==> config.mk <==
export PLATFORM = sky130hd
export DESIGN_NAME = rpr_cell
export DESIGN_NICKNAME = d
export VERILOG_FILES = /design/src/design/rpr_pkg.sv /design/src/design/rpr_cell.sv
export SDC_FILE = /design/constraint.sdc
export NUM_CORES = 1
export LEC_CHECK = 0
export BUFFER_PORTS_ARGS = -buffer_cell sky130_fd_sc_hd__buf_2
export CAP_MARGIN = 20
export CORE_MARGIN = 1.5
export CORE_UTILIZATION = 38
export DETAILED_ROUTE_END_ITERATION = 10
export GPL_TIMING_DRIVEN = 0
export PLACE_DENSITY = 0.67
export SKIP_CTS_REPAIR_TIMING = 1
export SYNTH_ARGS = -nofsm -noshare
export SYNTH_HDL_FRONTEND = slang
export SYNTH_SLANG_ARGS = --single-unit
==> constraint.sdc <==
create_clock -name clk -period 5 [get_ports clk]
set_clock_uncertainty 0.05 [all_clocks]
set_input_delay 0.25 -clock clk [delete_from_list [all_inputs] [get_ports clk]]
set_output_delay 0.25 -clock clk [all_outputs]
set_load 0.005 [all_outputs]
==> src/design/rpr_pkg.sv <==
// Shared types, constants and the arctangent table of the rotary position rotator.
// Used by rpr_front, rpr_cell, rpr_back and rotary_position_rotator_unit; depends on nothing.
package rpr_pkg;

	// Sizes
	localparam int PAIRS         = 64;
	localparam int CORDIC_STAGES = 16;
	localparam int ATAN_ENTRIES  = 24;
	localparam int PAIR_W        = 6;
	localparam int TABLE_DEPTH   = 2 ** PAIR_W;
	localparam int POS_W         = 12;
	localparam int FREQ_W        = 32;
	localparam int DATA_W        = 16;
	localparam int STAGE_W       = $clog2(ATAN_ENTRIES);
	localparam int CW            = 33;   // x and y, scale 2^30
	localparam int ZW            = 33;   // residual angle, 2^-32 turn

	localparam logic signed [CW-1:0] CORDIC_X0 = CW'(652032874);

	// Item codes
	localparam logic FUNC_LOAD   = 1'b0;
	localparam logic FUNC_ROTATE = 1'b1;

	typedef enum logic [1:0] {
		QUAD_0,
		QUAD_90,
		QUAD_180,
		QUAD_270
	} quad_t;

	typedef struct packed {
		logic                      func;
		logic [PAIR_W-1:0]         pair_index;
		logic [POS_W-1:0]          position;
		logic [FREQ_W-1:0]         freq_word;
		logic signed [DATA_W-1:0]  q_even;
		logic signed [DATA_W-1:0]  q_odd;
		logic signed [DATA_W-1:0]  k_even;
		logic signed [DATA_W-1:0]  k_odd;
	} in_beat_t;

	typedef struct packed {
		logic signed [DATA_W-1:0]  q_even_out;
		logic signed [DATA_W-1:0]  q_odd_out;
		logic signed [DATA_W-1:0]  k_even_out;
		logic signed [DATA_W-1:0]  k_odd_out;
		logic                      saturated;
	} out_beat_t;

	typedef struct packed {
		logic signed [DATA_W-1:0]  q_even;
		logic signed [DATA_W-1:0]  q_odd;
		logic signed [DATA_W-1:0]  k_even;
		logic signed [DATA_W-1:0]  k_odd;
	} vec_t;

	// What travels along the CORDIC row
	typedef struct packed {
		quad_t                 quad;
		vec_t                  vec;
		logic signed [CW-1:0]  x;
		logic signed [CW-1:0]  y;
		logic signed [ZW-1:0]  z;
	} rot_t;

	// atan(2^-i) in units of 2^-32 turn, rounded to nearest
	function automatic logic signed [ZW-1:0] atan_turns(input logic [STAGE_W-1:0] i);
		logic signed [ZW-1:0] a;
		case (i)
			5'd0:    a = ZW'(536870912);
			5'd1:    a = ZW'(316933406);
			5'd2:    a = ZW'(167458907);
			5'd3:    a = ZW'(85004756);
			5'd4:    a = ZW'(42667331);
			5'd5:    a = ZW'(21354465);
			5'd6:    a = ZW'(10679838);
			5'd7:    a = ZW'(5340245);
			5'd8:    a = ZW'(2670163);
			5'd9:    a = ZW'(1335087);
			5'd10:   a = ZW'(667544);
			5'd11:   a = ZW'(333772);
			5'd12:   a = ZW'(166886);
			5'd13:   a = ZW'(83443);
			5'd14:   a = ZW'(41722);
			5'd15:   a = ZW'(20861);
			5'd16:   a = ZW'(10430);
			5'd17:   a = ZW'(5215);
			5'd18:   a = ZW'(2608);
			5'd19:   a = ZW'(1304);
			5'd20:   a = ZW'(652);
			5'd21:   a = ZW'(326);
			5'd22:   a = ZW'(163);
			5'd23:   a = ZW'(81);
			default: a = '0;
		endcase
		return a;
	endfunction

endpackage

==> src/design/rpr_cell.sv <==
// One CORDIC rotation cell: holds x, y, z and the riding payload, steps once per beat.
// Depends on rpr_pkg.
module rpr_cell (
	input  logic                         clk,
	input  logic                         arst_n,
	input  logic [rpr_pkg::STAGE_W-1:0]  stage,
	input  logic                         up_valid,
	output logic                         up_ready,
	input  rpr_pkg::rot_t                up_data,
	output logic                         dn_valid,
	input  logic                         dn_ready,
	output rpr_pkg::rot_t                dn_data
);

	logic signed [rpr_pkg::CW-1:0] dx;
	logic signed [rpr_pkg::CW-1:0] dy;
	logic signed [rpr_pkg::ZW-1:0] ang;
	rpr_pkg::rot_t                 step;

	logic                          v_q;
	rpr_pkg::rot_t                 data_q;

	// Micro-rotation toward zero residual angle
	always_comb begin
		dx   = up_data.y >>> stage;
		dy   = up_data.x >>> stage;
		ang  = rpr_pkg::atan_turns(stage);
		step = up_data;
		if (!up_data.z[rpr_pkg::ZW-1]) begin
			step.x = up_data.x - dx;
			step.y = up_data.y + dy;
			step.z = up_data.z - ang;
		end else begin
			step.x = up_data.x + dx;
			step.y = up_data.y - dy;
			step.z = up_data.z + ang;
		end
	end

	assign up_ready = !v_q || dn_ready;

	always_ff @(posedge clk) begin
		if (up_valid && up_ready) begin
			data_q <= step;
		end
	end

	always_ff @(posedge clk or negedge arst_n) begin
		if (!arst_n) begin
			v_q <= 1'b0;
		end else if (up_ready) begin
			v_q <= up_valid;
		end
	end

	assign dn_valid = v_q;
	assign dn_data  = data_q;

endmodule

Word-level counts from Yosys, hierarchy flattened
Memory sizes are Yosys's and may differ from the RTL's.
Cells that the tools add are included.
- register bits: 166
- memory bits (read-only): 960
- input bits: 174
- output and inout bits: 167
- memories kept: 1
- add/subtract/negate cells: 6
- shift operators: 2
- muxes and demuxes: 1
- reduce and logical (&&, ||, !) cells: 3
- memory list (memory ; words ; width ; read ports ; clocked after memory_dff ; write ports ; line ; source):
    (name not given) ; 32 ; 30 ; 1 ; 0 ; 0 ; rpr_pkg.sv:69 ; case (i)
- operators by type and width (operator ; count):
    $add A33 B33 Y33 ; 3
    $mux W99 ; 1
    $sub A33 B33 Y33 ; 3
    $sshr A33 B5 Y33 ; 2
    $logic_and A1 B1 Y1 ; 1
    $logic_not A1 Y1 ; 1
    $logic_or A1 B1 Y1 ; 1

Longest topological paths before layout
- word-level depth: 3
- depth in mapped cells: 26
- depth with buffers taken out: 22

Least setup slack after synthesis
OpenSTA, ideal clock, no wires.
- path kind: input-to-reg
- from: input stage[4] (netlist name)
- to: register data_q (netlist bit dn_data[65]), data pin
- setup time: 260 ps
- arrival time: 5273 ps
- data required time: 4690 ps
- slack: -582 ps
- stages: 24
- cells stage by stage: buf_4 clkbuf_1 clkbuf_1 clkbuf_1 buf_1 clkbuf_1 nor2_1 nor2_1 ha_1 nand2_1 or4_4 o21ai_0 xnor2_1 ha_1 and4_1 nor2b_1 o211ai_1 a21boi_0 o31a_1 a221o_1 a21o_1 a21oi_1 o21ai_0 xnor2_1
- RTL lines (item ; line ; source):
    start, declared ; rpr_cell.sv:6 ; input logic [rpr_pkg::STAGE_W-1:0] stage,
    end signal, assigned ; rpr_cell.sv:44 ; data_q <= step;
    end, declared ; rpr_cell.sv:21 ; rpr_pkg::rot_t data_q;

==> flow_metrics.env <==
export IMPL_status="finished with violations"
export IMPL_violations="negative setup slack"
export IMPL_dpl_cell_area_um2=19580
export IMPL_grt_overflow_total=0
export IMPL_wl_per_cell_um=26.69
export IMPL_grt_pass1_wl_um=104700
export IMPL_setup_viol=18
export IMPL_insertion_delay_ns=0.49
export IMPL_synth_warnings=0
export IMPL_ys_seq_elements=166
export IMPL_antenna_found_initial=5
export IMPL_final_hold_viol_count=0
export IMPL_vias=17461
export IMPL_fill_cells=4108
export IMPL_route_detailed_drc=0
export IMPL_grt_pass1_vias=15990
export IMPL_maxCapViolations=0
export IMPL_cts_buffers=17
export IMPL_via_per_inst=6.120
export IMPL_p_per_area_nw_per_um2=281.8
export IMPL_drtPass1Iterations=6
export IMPL_final_nets=2528
export IMPL_port_buffers=339
export IMPL_synth_cell_types=81
export IMPL_dp_hpwl_um=57260
export IMPL_syn_to_final_growth_pct=36.38
export IMPL_post_route_period_util=1.092
export IMPL_p_leak_nw=9.509
export IMPL_cts_htree_levels=4
export IMPL_start_kind="input port"
export IMPL_clkTransAtPathRegs_ns=0.07
export IMPL_endpoint_kind="register"
export IMPL_cp_data_arrival_time_ns=5.65
export IMPL_relSlewSlack=0.1874
export IMPL_seqPwrFrac=0.288
export IMPL_layout_min_cycle_time_ns=5.460
export IMPL_layout_drive_gt1_share=0.3777
export IMPL_num_io_pins=341
export IMPL_fp_coreArea_um2=44120
export IMPL_avgSynthCellArea_um2=9.832
export IMPL_path_class="in2reg"
export IMPL_fp_row_count=77
export IMPL_ys_seq_area_frac=0.2939
export IMPL_fin_ws_ns=-0.4596
export IMPL_p_comb_frac=0.503
export IMPL_syn_inst=1723
export IMPL_syn_cell_area_um2=16940
export IMPL_gp_congestion=1.064
export IMPL_synth_main_ff_cell="edfxtp_1"
export IMPL_cts_tree="done"
export IMPL_initial_utilization=0.3839
export IMPL_ant_nets=0
export IMPL_grt_usage=0.3078
export IMPL_fp_dieH_um=214.1
export IMPL_final_area_um2=23100
export IMPL_irDropWorstVdd_uv=232.6
export IMPL_cp_max_fo=10
export IMPL_max_clock_freq_ghz=0.1832
export IMPL_routed_wl_um=76160
export IMPL_switching_share=0.3944
export IMPL_p_clk_frac=0.210
export IMPL_hold_class="in2reg"
export IMPL_worst_pin_slew_ns=1.219
export IMPL_async_flop_share=0.006024
export IMPL_crit_required_ns=5.19
export IMPL_dr_first_iter_drc_count=1817
export IMPL_die_w_um=214.1
export IMPL_power_switching_mw=2.568
export IMPL_clockRootBuffer="clkbuf_16"
export IMPL_cts_sinks=166
export IMPL_die_area_um2=45860
export IMPL_p_int_mw=3.943
export IMPL_clockBufferDepth=2
export IMPL_drv_slew=0
export IMPL_synth_edff_count=165
export IMPL_syn_nets=2008
export IMPL_grt_max_degree=60
export IMPL_rsz0062_at_grt="true"
export IMPL_final_setup_tns_ns=-3.793
==> power by group through the flow <==
stage / logic [mW] / registers [mW] / clock network [mW]
2_1_floorplan: 1.77 / 1.95 / 0
3_3_place_gp: 2.66 / 1.92 / 0
3_5_place_dp: 2.70 / 1.90 / 0
4_1_cts: 2.72 / 1.88 / 1.41
5_1_grt: 3.48 / 1.89 / 1.45
6_report: 3.27 / 1.87 / 1.36
==> sequential cells by signal, indices dropped and copies added (netlist names) <==
name	cells
dn_data	165
dn_valid	1
==> cell type report <==
class | instances | area [um^2] | area share
Clock inverter | 15 | 175.2 | 0.007581
Timing Repair Buffer | 508 | 3362 | 0.1455
Buffer | 83 | 767.0 | 0.03320
Clock buffer | 17 | 425.4 | 0.01841
Tap cell | 592 | 740.7 | 0.03206
Inverter | 49 | 197.7 | 0.008556
Sequential cell | 166 | 4980 | 0.2155
Multi-Input combinational cell | 1418 | 12440 | 0.5386
Antenna cell | 5 | 12.51 | 0.0005415
==> worst paths after layout <==
check,end,slack [ns],cells after the start,startpoint
setup / recovery,dn_data[98]$_DFFE_PP_,-0.46,24,stage[0]
hold / removal,dn_valid$_DFFE_PN0N_,0.04,3,dn_ready
setup reg to reg,dn_data[31]$_DFFE_PP_,2.74,4,dn_valid$_DFFE_PN0N_
hold reg to reg,dn_valid$_DFFE_PN0N_,0.52,2,dn_valid$_DFFE_PN0N_
max in group asynchronous,dn_valid$_DFFE_PN0N_,4.27,3,arst_n
min in group asynchronous,dn_valid$_DFFE_PN0N_,0.53,3,arst_n
==> Yosys cell counts, types with 10 or more instances <==
| master | count | area share |
|---|---|---|
| a211oi_1 | 14 | 0.0062 |
| a21o_1 | 45 | 0.020 |
| a21oi_1 | 177 | 0.052 |
| a221oi_1 | 10 | 0.0052 |
| a31oi_1 | 20 | 0.0074 |
| and2_1 | 19 | 0.0070 |
| and3_1 | 15 | 0.0055 |
| buf_2 | 12 | 0.0035 |
| buf_4 | 15 | 0.0066 |
| clkbuf_1 | 44 | 0.0097 |
| edfxtp_1 | 165 | 0.29 |
| ha_1 | 108 | 0.080 |
| inv_1 | 47 | 0.010 |
| mux2_2 | 33 | 0.022 |
| mux2i_1 | 66 | 0.039 |
| mux4_2 | 71 | 0.094 |
| nand2_1 | 115 | 0.025 |
| nand2b_1 | 29 | 0.011 |
| nand3_1 | 27 | 0.0080 |
| nor2_1 | 133 | 0.029 |
| nor2b_1 | 27 | 0.010 |
| nor3_1 | 22 | 0.0065 |
| o211ai_1 | 16 | 0.0071 |
| o21a_1 | 20 | 0.0089 |
| o21ai_0 | 73 | 0.022 |
| o21bai_1 | 18 | 0.0080 |
| o22ai_1 | 18 | 0.0066 |
| or2_2 | 10 | 0.0037 |
| xnor2_1 | 107 | 0.055 |
| xor2_1 | 66 | 0.034 |
==> routing by layer <==
metal  vias to the layer above  share of wire  track usage
li1                       7634              -            -
met1                      8560           0.41       0.4122
met2                      1079           0.44       0.4623
met3                       186           0.11      0.07362
met4                         2          0.049       0.1587
met5                         -        0.00016            0
==> worst max-delay path, cell delays in order <==
cell	delay (ns)
buf_12	0.10
buf_12	0.14
buf_16	0.15
buf_16	0.16
buf_12	0.17
clkbuf_4	0.25
nor3_1	0.52
mux2i_1	0.35
a221o_1	0.36
nand3_1	0.14
nor2_2	0.16
and3_4	0.24
a21oi_1	0.10
xor2_2	0.33
ha_1	0.35
and4_2	0.28
a2111oi_4	0.40
o311ai_4	0.20
and4_4	0.23
o31ai_4	0.24
buf_6	0.19
o21ai_4	0.06
a21oi_2	0.14
xnor2_1	0.09
==> cells by family (layout without fill, tap and decap cells) <==
| group | Yosys count | after routing | synth area share |
|---|---|---|---|
| adder cells (fa/ha/maj) | 111 | 111 | 0.08331 |
| AO/OA/AOI/OAI | 514 | 514 | 0.1980 |
| multiplexers | 179 | 179 | 0.1684 |
| other | 0 | 5 | 0 |
| buffers and inverters | 139 | 672 | 0.04055 |
| XOR/XNOR | 173 | 173 | 0.08944 |
| AND/OR/NAND/NOR | 441 | 441 | 0.1264 |
| flip-flops | 166 | 166 | 0.2939 |
==> stage by stage <==
step	hold WS, ns	cells	setup slack, ns	utilization	power, mW
5_1_grt	0.06000	2852	-0.5125	0.5236	6.818
4_1_cts	-0.5743	2689	-2.140	0.4574	6.012
3_5_place_dp	-0.02368	2657	-2.629	0.4438	4.607
6_report	0.04200	2853	-0.4596	0.5236	6.510
2_1_floorplan	-0.09559	1723	-0.2145	-	3.721
3_3_place_gp	-0.02308	2654	-2.531	0.4424	4.580
==> cells in the final DEF, fill, tap and decap left out, types with 9 or more instances in the layout <==
cell type	count
buf_2	342
edfxtp_1	165
a21oi_1	148
nor2_1	116
nand2_1	110
xnor2_1	101
buf_4	95
ha_1	91
mux4_2	74
dlygate4sd3_1	70
xor2_1	61
o21ai_0	58
mux2i_1	53
a21o_1	45
inv_1	44
a21oi_2	28
mux2_2	28
nand2b_1	27
nand3_1	26
nor2b_1	25
clkbuf_16	22
o21a_1	20
a31oi_1	17
o22ai_1	17
nor3_1	16
o211ai_1	16
clkbuf_2	15
and2_1	15
o21bai_1	15
buf_6	14
clkbuf_1	14
clkbuf_4	13
buf_12	12
nor2_2	11
o21ai_1	11
or2_2	10
and3_1	10
buf_16	9
ha_2	9
No activity file was read; power rests on OpenSTA's default activity.
