--- src/design/rpr_pkg.sv ---
// Shared types, constants and the arctangent table of the rotary position rotator.
// Used by rpr_front, rpr_cell, rpr_back and rotary_position_rotator_unit; depends on nothing.
package rpr_pkg;

	// Sizes
	localparam int PAIRS         = 64;
	localparam int CORDIC_STAGES = 16;
	localparam int ATAN_ENTRIES  = 24;
	localparam int PAIR_W        = 6;
	localparam int TABLE_DEPTH   = 2 ** PAIR_W;
	localparam int POS_W         = 12;
	localparam int FREQ_W        = 32;
	localparam int DATA_W        = 16;
	localparam int STAGE_W       = $clog2(ATAN_ENTRIES);
	localparam int CW            = 33;   // x and y, scale 2^30
	localparam int ZW            = 33;   // residual angle, 2^-32 turn

	localparam logic signed [CW-1:0] CORDIC_X0 = CW'(652032874);

	// Item codes
	localparam logic FUNC_LOAD   = 1'b0;
	localparam logic FUNC_ROTATE = 1'b1;

	typedef enum logic [1:0] {
		QUAD_0,
		QUAD_90,
		QUAD_180,
		QUAD_270
	} quad_t;

	typedef struct packed {
		logic                      func;
		logic [PAIR_W-1:0]         pair_index;
		logic [POS_W-1:0]          position;
		logic [FREQ_W-1:0]         freq_word;
		logic signed [DATA_W-1:0]  q_even;
		logic signed [DATA_W-1:0]  q_odd;
		logic signed [DATA_W-1:0]  k_even;
		logic signed [DATA_W-1:0]  k_odd;
	} in_beat_t;

	typedef struct packed {
		logic signed [DATA_W-1:0]  q_even_out;
		logic signed [DATA_W-1:0]  q_odd_out;
		logic signed [DATA_W-1:0]  k_even_out;
		logic signed [DATA_W-1:0]  k_odd_out;
		logic                      saturated;
	} out_beat_t;

	typedef struct packed {
		logic signed [DATA_W-1:0]  q_even;
		logic signed [DATA_W-1:0]  q_odd;
		logic signed [DATA_W-1:0]  k_even;
		logic signed [DATA_W-1:0]  k_odd;
	} vec_t;

	// What travels along the CORDIC row
	typedef struct packed {
		quad_t                 quad;
		vec_t                  vec;
		logic signed [CW-1:0]  x;
		logic signed [CW-1:0]  y;
		logic signed [ZW-1:0]  z;
	} rot_t;

	// atan(2^-i) in units of 2^-32 turn, rounded to nearest
	function automatic logic signed [ZW-1:0] atan_turns(input logic [STAGE_W-1:0] i);
		logic signed [ZW-1:0] a;
		case (i)
			5'd0:    a = ZW'(536870912);
			5'd1:    a = ZW'(316933406);
			5'd2:    a = ZW'(167458907);
			5'd3:    a = ZW'(85004756);
			5'd4:    a = ZW'(42667331);
			5'd5:    a = ZW'(21354465);
			5'd6:    a = ZW'(10679838);
			5'd7:    a = ZW'(5340245);
			5'd8:    a = ZW'(2670163);
			5'd9:    a = ZW'(1335087);
			5'd10:   a = ZW'(667544);
			5'd11:   a = ZW'(333772);
			5'd12:   a = ZW'(166886);
			5'd13:   a = ZW'(83443);
			5'd14:   a = ZW'(41722);
			5'd15:   a = ZW'(20861);
			5'd16:   a = ZW'(10430);
			5'd17:   a = ZW'(5215);
			5'd18:   a = ZW'(2608);
			5'd19:   a = ZW'(1304);
			5'd20:   a = ZW'(652);
			5'd21:   a = ZW'(326);
			5'd22:   a = ZW'(163);
			5'd23:   a = ZW'(81);
			default: a = '0;
		endcase
		return a;
	endfunction

endpackage

--- src/design/rpr_front.sv ---
// Front end: frequency table memory, phase multiply and quadrant fold into the first CORDIC cell.
// Depends on rpr_pkg.
module rpr_front (
	input  logic              clk,
	input  logic              arst_n,
	input  logic              item_valid,
	output logic              item_ready,
	input  rpr_pkg::in_beat_t item,
	output logic              dn_valid,
	input  logic              dn_ready,
	output rpr_pkg::rot_t     dn_data
);

	logic [rpr_pkg::FREQ_W-1:0] freq_mem [rpr_pkg::TABLE_DEPTH];

	logic                        accept;
	logic                        hit;
	logic                        rdy_s1;
	logic                        rdy_s2;

	logic                        v_s1;
	logic [rpr_pkg::FREQ_W-1:0]  freq_s1;
	logic                        hit_s1;
	logic [rpr_pkg::POS_W-1:0]   pos_s1;
	rpr_pkg::vec_t               vec_s1;

	logic                        v_s2;
	logic [rpr_pkg::FREQ_W-1:0]  phase_s2;
	rpr_pkg::vec_t               vec_s2;

	logic [rpr_pkg::FREQ_W-1:0]  freq_use;
	logic [rpr_pkg::FREQ_W+rpr_pkg::POS_W-1:0] prod;
	logic [rpr_pkg::FREQ_W-1:0]  shifted;

	// Handshake: each stage takes a beat when empty or when it moves on
	assign rdy_s2     = !v_s2 || dn_ready;
	assign rdy_s1     = !v_s1 || rdy_s2;
	assign item_ready = rdy_s1;
	assign accept     = item_valid && rdy_s1;
	assign hit        = 32'(item.pair_index) < rpr_pkg::PAIRS;

	// Write on load beats, read on rotate beats
	always_ff @(posedge clk) begin
		if (accept && item.func == rpr_pkg::FUNC_LOAD && hit) begin
			freq_mem[item.pair_index] <= item.freq_word;
		end
		if (accept && item.func == rpr_pkg::FUNC_ROTATE) begin
			freq_s1 <= freq_mem[item.pair_index];
			hit_s1  <= hit;
			pos_s1  <= item.position;
			vec_s1  <= '{item.q_even, item.q_odd, item.k_even, item.k_odd};
		end
	end

	// Phase is the low word of position times frequency
	assign freq_use = hit_s1 ? freq_s1 : '0;
	assign prod     = (rpr_pkg::FREQ_W + rpr_pkg::POS_W)'(pos_s1)
			* (rpr_pkg::FREQ_W + rpr_pkg::POS_W)'(freq_use);

	always_ff @(posedge clk) begin
		if (v_s1 && rdy_s2) begin
			phase_s2 <= prod[rpr_pkg::FREQ_W-1:0];
			vec_s2   <= vec_s1;
		end
	end

	// Valid bits
	always_ff @(posedge clk or negedge arst_n) begin
		if (!arst_n) begin
			v_s1 <= 1'b0;
			v_s2 <= 1'b0;
		end else begin
			if (rdy_s1) begin
				v_s1 <= accept && item.func == rpr_pkg::FUNC_ROTATE;
			end
			if (rdy_s2) begin
				v_s2 <= v_s1;
			end
		end
	end

	// Fold to the nearest quadrant and start the rotation there
	assign shifted = phase_s2 + 32'h2000_0000;

	always_comb begin
		dn_data      = '0;
		dn_data.quad = rpr_pkg::quad_t'(shifted[31:30]);
		dn_data.vec  = vec_s2;
		dn_data.x    = rpr_pkg::CORDIC_X0;
		dn_data.y    = '0;
		dn_data.z    = rpr_pkg::ZW'({3'b000, shifted[29:0]}) - rpr_pkg::ZW'(32'h2000_0000);
	end

	assign dn_valid = v_s2;

endmodule

--- config.mk ---
export PLATFORM = sky130hd
export DESIGN_NAME = rpr_front
export DESIGN_NICKNAME = d
export VERILOG_FILES = /design/src/design/rpr_pkg.sv /design/src/design/rpr_front.sv
export SDC_FILE = /design/constraint.sdc
export NUM_CORES = 2
export LEC_CHECK = 0
export BUFFER_PORTS_ARGS = -buffer_cell sky130_fd_sc_hd__buf_4
export CAP_MARGIN = 20
export CORE_UTILIZATION = 40
export DETAILED_ROUTE_END_ITERATION = 6
export PLACE_DENSITY_LB_ADDON = 0.3
export SLEW_MARGIN = 20
export SYNTH_ARGS = -nofsm -noshare
export SYNTH_HDL_FRONTEND = slang
export SYNTH_SLANG_ARGS = --single-unit
export TNS_END_PERCENT = 1
--- constraint.sdc ---
create_clock -name clk -period 13.6 [get_ports clk]
set_input_delay 2.72 -clock clk [delete_from_list [all_inputs] [get_ports clk]]
set_output_delay 2.72 -clock clk [all_outputs]
set_load 0.05 [all_outputs]
# After elaboration in Yosys (flattened, before gate mapping)
# Memories as Yosys holds them, arrays and structs flattened. A register that Yosys moved wholly into a read port is not among the register bits.
# Cells that the tools add are included.
word_totals:
  reg_bits: 174
  latchBits: 0
  ram_bits: 2048
  mem_bits_ro: 0
  in_bits: 119
  output_inout_bits: 167
  wordCells: 27
  memories: 1
classes:
  add_sub_neg: 2
  multipliers: 1
  n_div: 0
  magnitude_cmp: 0
  n_eq_ne: 0
  shifts: 0
  muxes: 2
  n_bitwise: 1
  reduce_logical: 8
mem_list:
  columns: ["name", "words", "width", "rd", "rd_ports_with_merged_regs", "wr", "line_no", "source"]
  rows:
  - ["freq_mem", 64, 32, 1, 1, 1, "rpr_front.sv:14", "logic [rpr_pkg::FREQ_W-1:0] freq_mem [rpr_pkg::TABLE_DEPTH];"]
ops:
  columns: ["op", "count"]
  rows:
  - ["$add A32 B30 Y32 const B", 1]
  - ["$mul A12 B32 Y32", 1]
  - ["$sub A30 B30 Y31 const B", 1]
  - ["$logic_and A1 B1 Y1", 4]
  - ["$logic_not A1 Y1", 2]
  - ["$logic_or A1 B1 Y1", 2]
  - ["$mux W1", 2]
  - ["$not A1 Y1", 1]

# Logic depth before layout (Yosys ltp)
logic_depth:
  ltp_word: 7
  depth_mapped: 21
  depth_no_buf: 19

# Worst setup path after synthesis
# Ideal clock, no wire load.
synth_path:
  kind: "input port to flip-flop"
  startpoint: "in item[109] (netlist bit)"
  endpoint: "mem freq_mem[17][0] (netlist bit), enable pin"
  setup_time_ns: 0.421
  arrival_time_ns: 5.533
  required_time_ns: 13.179
  setup_slack_ns: 7.645
  cell_stages: 8
  path_buffers: 4
  path_cell_list: "buf_6 nand2b_1 nor2_1 buf_2 buf_2 buf_1 nand2_1 nor2_1"
synth_lines:
  columns: ["item", "line_no", "source"]
  rows:
  - ["start: declaration", "rpr_front.sv:8", "input rpr_pkg::in_beat_t item,"]
  - ["end: declaration", "rpr_front.sv:14", null]
# No word-level cell before the write port.

==> results.md <==
- Unrepaired setup endpoints after global routing: false
- First-pass GRT wire length: 406000 um
- Number of enable flip-flop cells after synthesis: 2252
- Worst Max-Slew Pin Slew: 1.20 ns
- Die area: 238000 sq um
- Drt wl/cell: 31.7 um
- Vert. Die Dim: 487 um
- Post-Syn Instances: 5588
- Fin crit share: 0.509
- Cell Rows: 177
- Worst EP required: 14.27 ns
- DRT Pass-1 Iters: 7
- Fin crit period: 6.92 ns
- Antenna Nets Post-Route: 0
- Total CTS buffers: 227
- Worst-path clk slew: 0.06 ns
- Chip width: 487 um
- Leak pwr: 35.7 nW
- Initial antenna violation count: 16
- GRT Total Usage: 0.241
- CP cell instances: buf_8 > buf_4 > buf_4 > buf_4 > nor2_4 > buf_4 > a221oi_1 > a21oi_1 > o21ai_0 > o21ai_0 > or4_1
- Critical Setup Path Class: in2reg
- Critical Path Most Common Cell: buf_4
- Max cap viols: 0
- PortBufs: 219
- I/O pin count: 286
- H-tree depth: 4
- CTS Sinks: 2254
- Max_slew headroom: 0.201
- Crit start category: input port
- CTS tree: yes
- Crit end category: flip-flop
- CTS Hold Buffers Added: 0
- CP arrival: 7.59 ns
- Vias per inst: 5.98
- Mean Syn Cell Area: 16.9 sq um
- Status: finished, final reports clean
- Syn-to-layout area delta: 13.1%
- Max stage delay on crit path: 0.78 ns
- Top Family by Delay on Critical Path: buffers and inverters
- Ys Warns: 0
- Initial Util: 0.404
- Postcts setup bufs: 0
- Clk_skew: 0.129 ns
- Final TNS setup: 0 ns
- Final HPWL DP: 165000 um
- Gr ovfl total: 0
- # DRC: 0
- DP Area: 99400 sq um
- Skew-Pair Late Insertion Delay: 0.94 ns
- Final hold vios: 0
- Register area share after synthesis: 0.718
- CP Buf/Inv Count: 5
- Post-Layout Inst Area: 107000 sq um
- Largest net degree at the start of global routing: 97
- Flops & latches, synth: 2254
- Final nets: 6223
- CTS max path bufs: 3
- Layout cells sized above 1: 0.165
- WHS: 0.416 ns
- DRT iter0 DRCs: 7951
- Final setup fails: 0
- Vias: 54600
- VDD IR max: 0.000174 V
- Fmax: 144 MHz
- Vias in the first global route: 53200
- Syn Std Cell Area: 94200 sq um
- GPL Wtd Cong: 0.864
- Post_cts resized: 0
- Share of async-settable or async-resettable flops after synthesis: 0.000887
- Root buf cell: clkbuf_16
- CP Max Fanout: 59
- Synth Flop Type: edfxtp_1
- Total wire length: 290000 um
- Slowest-stage cell, CP: buf_4
- Fin. max-slew vios: 0
- Distinct cells, synth: 65
- P per Cell Area: 165 nW/um^2
- Core Area: 233000 sq um
- Worst Hold Class: reg2reg
## synthesized netlist by cell type, types with 84 or more instances
library cell / count / area (sq um)
inv_1: 295 / 1110
o21ai_0: 112 / 561
mux2i_1: 233 / 2330
nand2_1: 335 / 1260
o22ai_1: 84 / 526
buf_4: 151 / 1130
mux2_2: 85 / 957
edfxtp_1: 2252 / 67600
fa_1: 239 / 4780
nor2_1: 252 / 946
mux4_2: 139 / 3130
clkbuf_1: 130 / 488
a221oi_1: 220 / 1930
a21oi_1: 224 / 1120
and2_1: 100 / 626
a22oi_1: 169 / 1270
buf_2: 98 / 490
## worst register-to-register path: stages, from the launching register on
cell      delay, ns
edfxtp_1       1.04
nand2_1        0.23
fa_1           0.58
inv_1          0.06
fa_1           0.55
fa_1           0.44
fa_1           0.50
inv_1          0.05
fa_1           0.51
inv_1          0.06
ha_1           0.38
nand3_1        0.17
nor3_1         0.30
nand3_1        0.22
a31oi_1        0.48
a31oi_1        0.23
o21ai_0        0.24
xnor2_1        0.10
## placed cells by master (no fill, tap or decap), types with 50 or more instances in the layout
master and instances:
edfxtp_1 2252, buf_4 359, nand2_1 334, inv_1 294, fa_1 239, mux2i_1 233
clkbuf_16 227, a21oi_1 224, a221oi_1 219, nor2_1 178, a22oi_1 169, mux4_2 139
o21ai_0 112, and2_1 97, mux2_2 85, o22ai_1 84, nor2_4 73, conb_1 66
clkinv_1 64, clkbuf_1 56, a22o_1 54, ha_1 50
## per-layer routing
layer | vias to the layer above | share of wire | GRT usage | routed length [um]
li1 | 21900 | - | - | -
met4 | 12 | 0.038 | 0.0863 | 11100
met2 | 3744 | 0.44 | 0.365 | 128000
met3 | 612 | 0.12 | 0.0628 | 36200
met5 | - | 0.00029 | 0 | 83
met1 | 28300 | 0.39 | 0.336 | 114000
## report_power, final
part           switching [mW]  internal (mW)  total, mW
registers              0.0711           7.88       7.96
clock network            2.73           3.36       6.09
logic                    2.24           1.34       3.58
## stage by stage
step / power [mW] / std cells / setup slack (ns) / util
floorplan: 10.7 / 5652 / 7.65 / -
global placement: 11.6 / 8717 / 5.99 / 0.426
detailed placement: 11.6 / 8717 / 5.93 / 0.426
CTS: 17.7 / 9130 / 6.89 / 0.457
global route: 18.3 / 9131 / 6.57 / 0.457
finish: 17.6 / 9137 / 6.68 / 0.457
## final timing paths
| path | startpoint | end | slack (ns) | cells past startpoint |
|---|---|---|---|---|
| worst max register to register | freq_s1[9] | phase_s2[31] | 7.11 | 17 |
| worst min-delay path | vec_s1[18] | dn_data[117] | 0.42 | 0 |
| worst min register to register | vec_s1[18] | dn_data[117] | 0.42 | 0 |
| min in group asynchronous | arst_n | v_s1 | 1.68 | 1 |
| worst max-delay path | item[110] | freq_s1[20] | 6.68 | 11 |
| max in group asynchronous | arst_n | dn_valid | 11.83 | 1 |
## registers in the layout (all words and copies together), names as in the netlist
| register | cells |
|---|---|
| dn_valid | 1 |
| v_s1 | 1 |
| freq_s1 | 32 |
| vec_s1 | 64 |
| pos_s1 | 12 |
| freq_mem | 2048 |
| dn_data | 64 |
| phase_s2 | 32 |
## kinds of logic (layout without fill, tap and decap cells)
logic type                 Yosys count  after routing  share of synthesized area
buffers and inverters              729           1076                     0.0383
AOI/OAI and AO/OA                 1024           1024                     0.0767
adders and majority gates          289            289                     0.0574
other                                2             72                  0.0000797
DFF                               2254           2254                      0.718
and+or+nand+nor                    787            787                     0.0368
xor gates and xnor gates            40             40                    0.00372
muxes                              463            463                     0.0689
## area by class of cell
| cell class | instances | area (sq um) |
|---|---|---|
| diodes | 6 | 15.0 |
| clock buffers | 283 | 5890 |
| clock inverters | 130 | 1330 |
| fillers | 20000 | 127000 |
| inverters | 297 | 1120 |
| multi-input cells | 2669 | 23800 |
| flip-flops and latches | 2254 | 67700 |
| well taps | 3132 | 3920 |
| repair buffers | 366 | 2810 |
(Power assumes the default switching activity.)
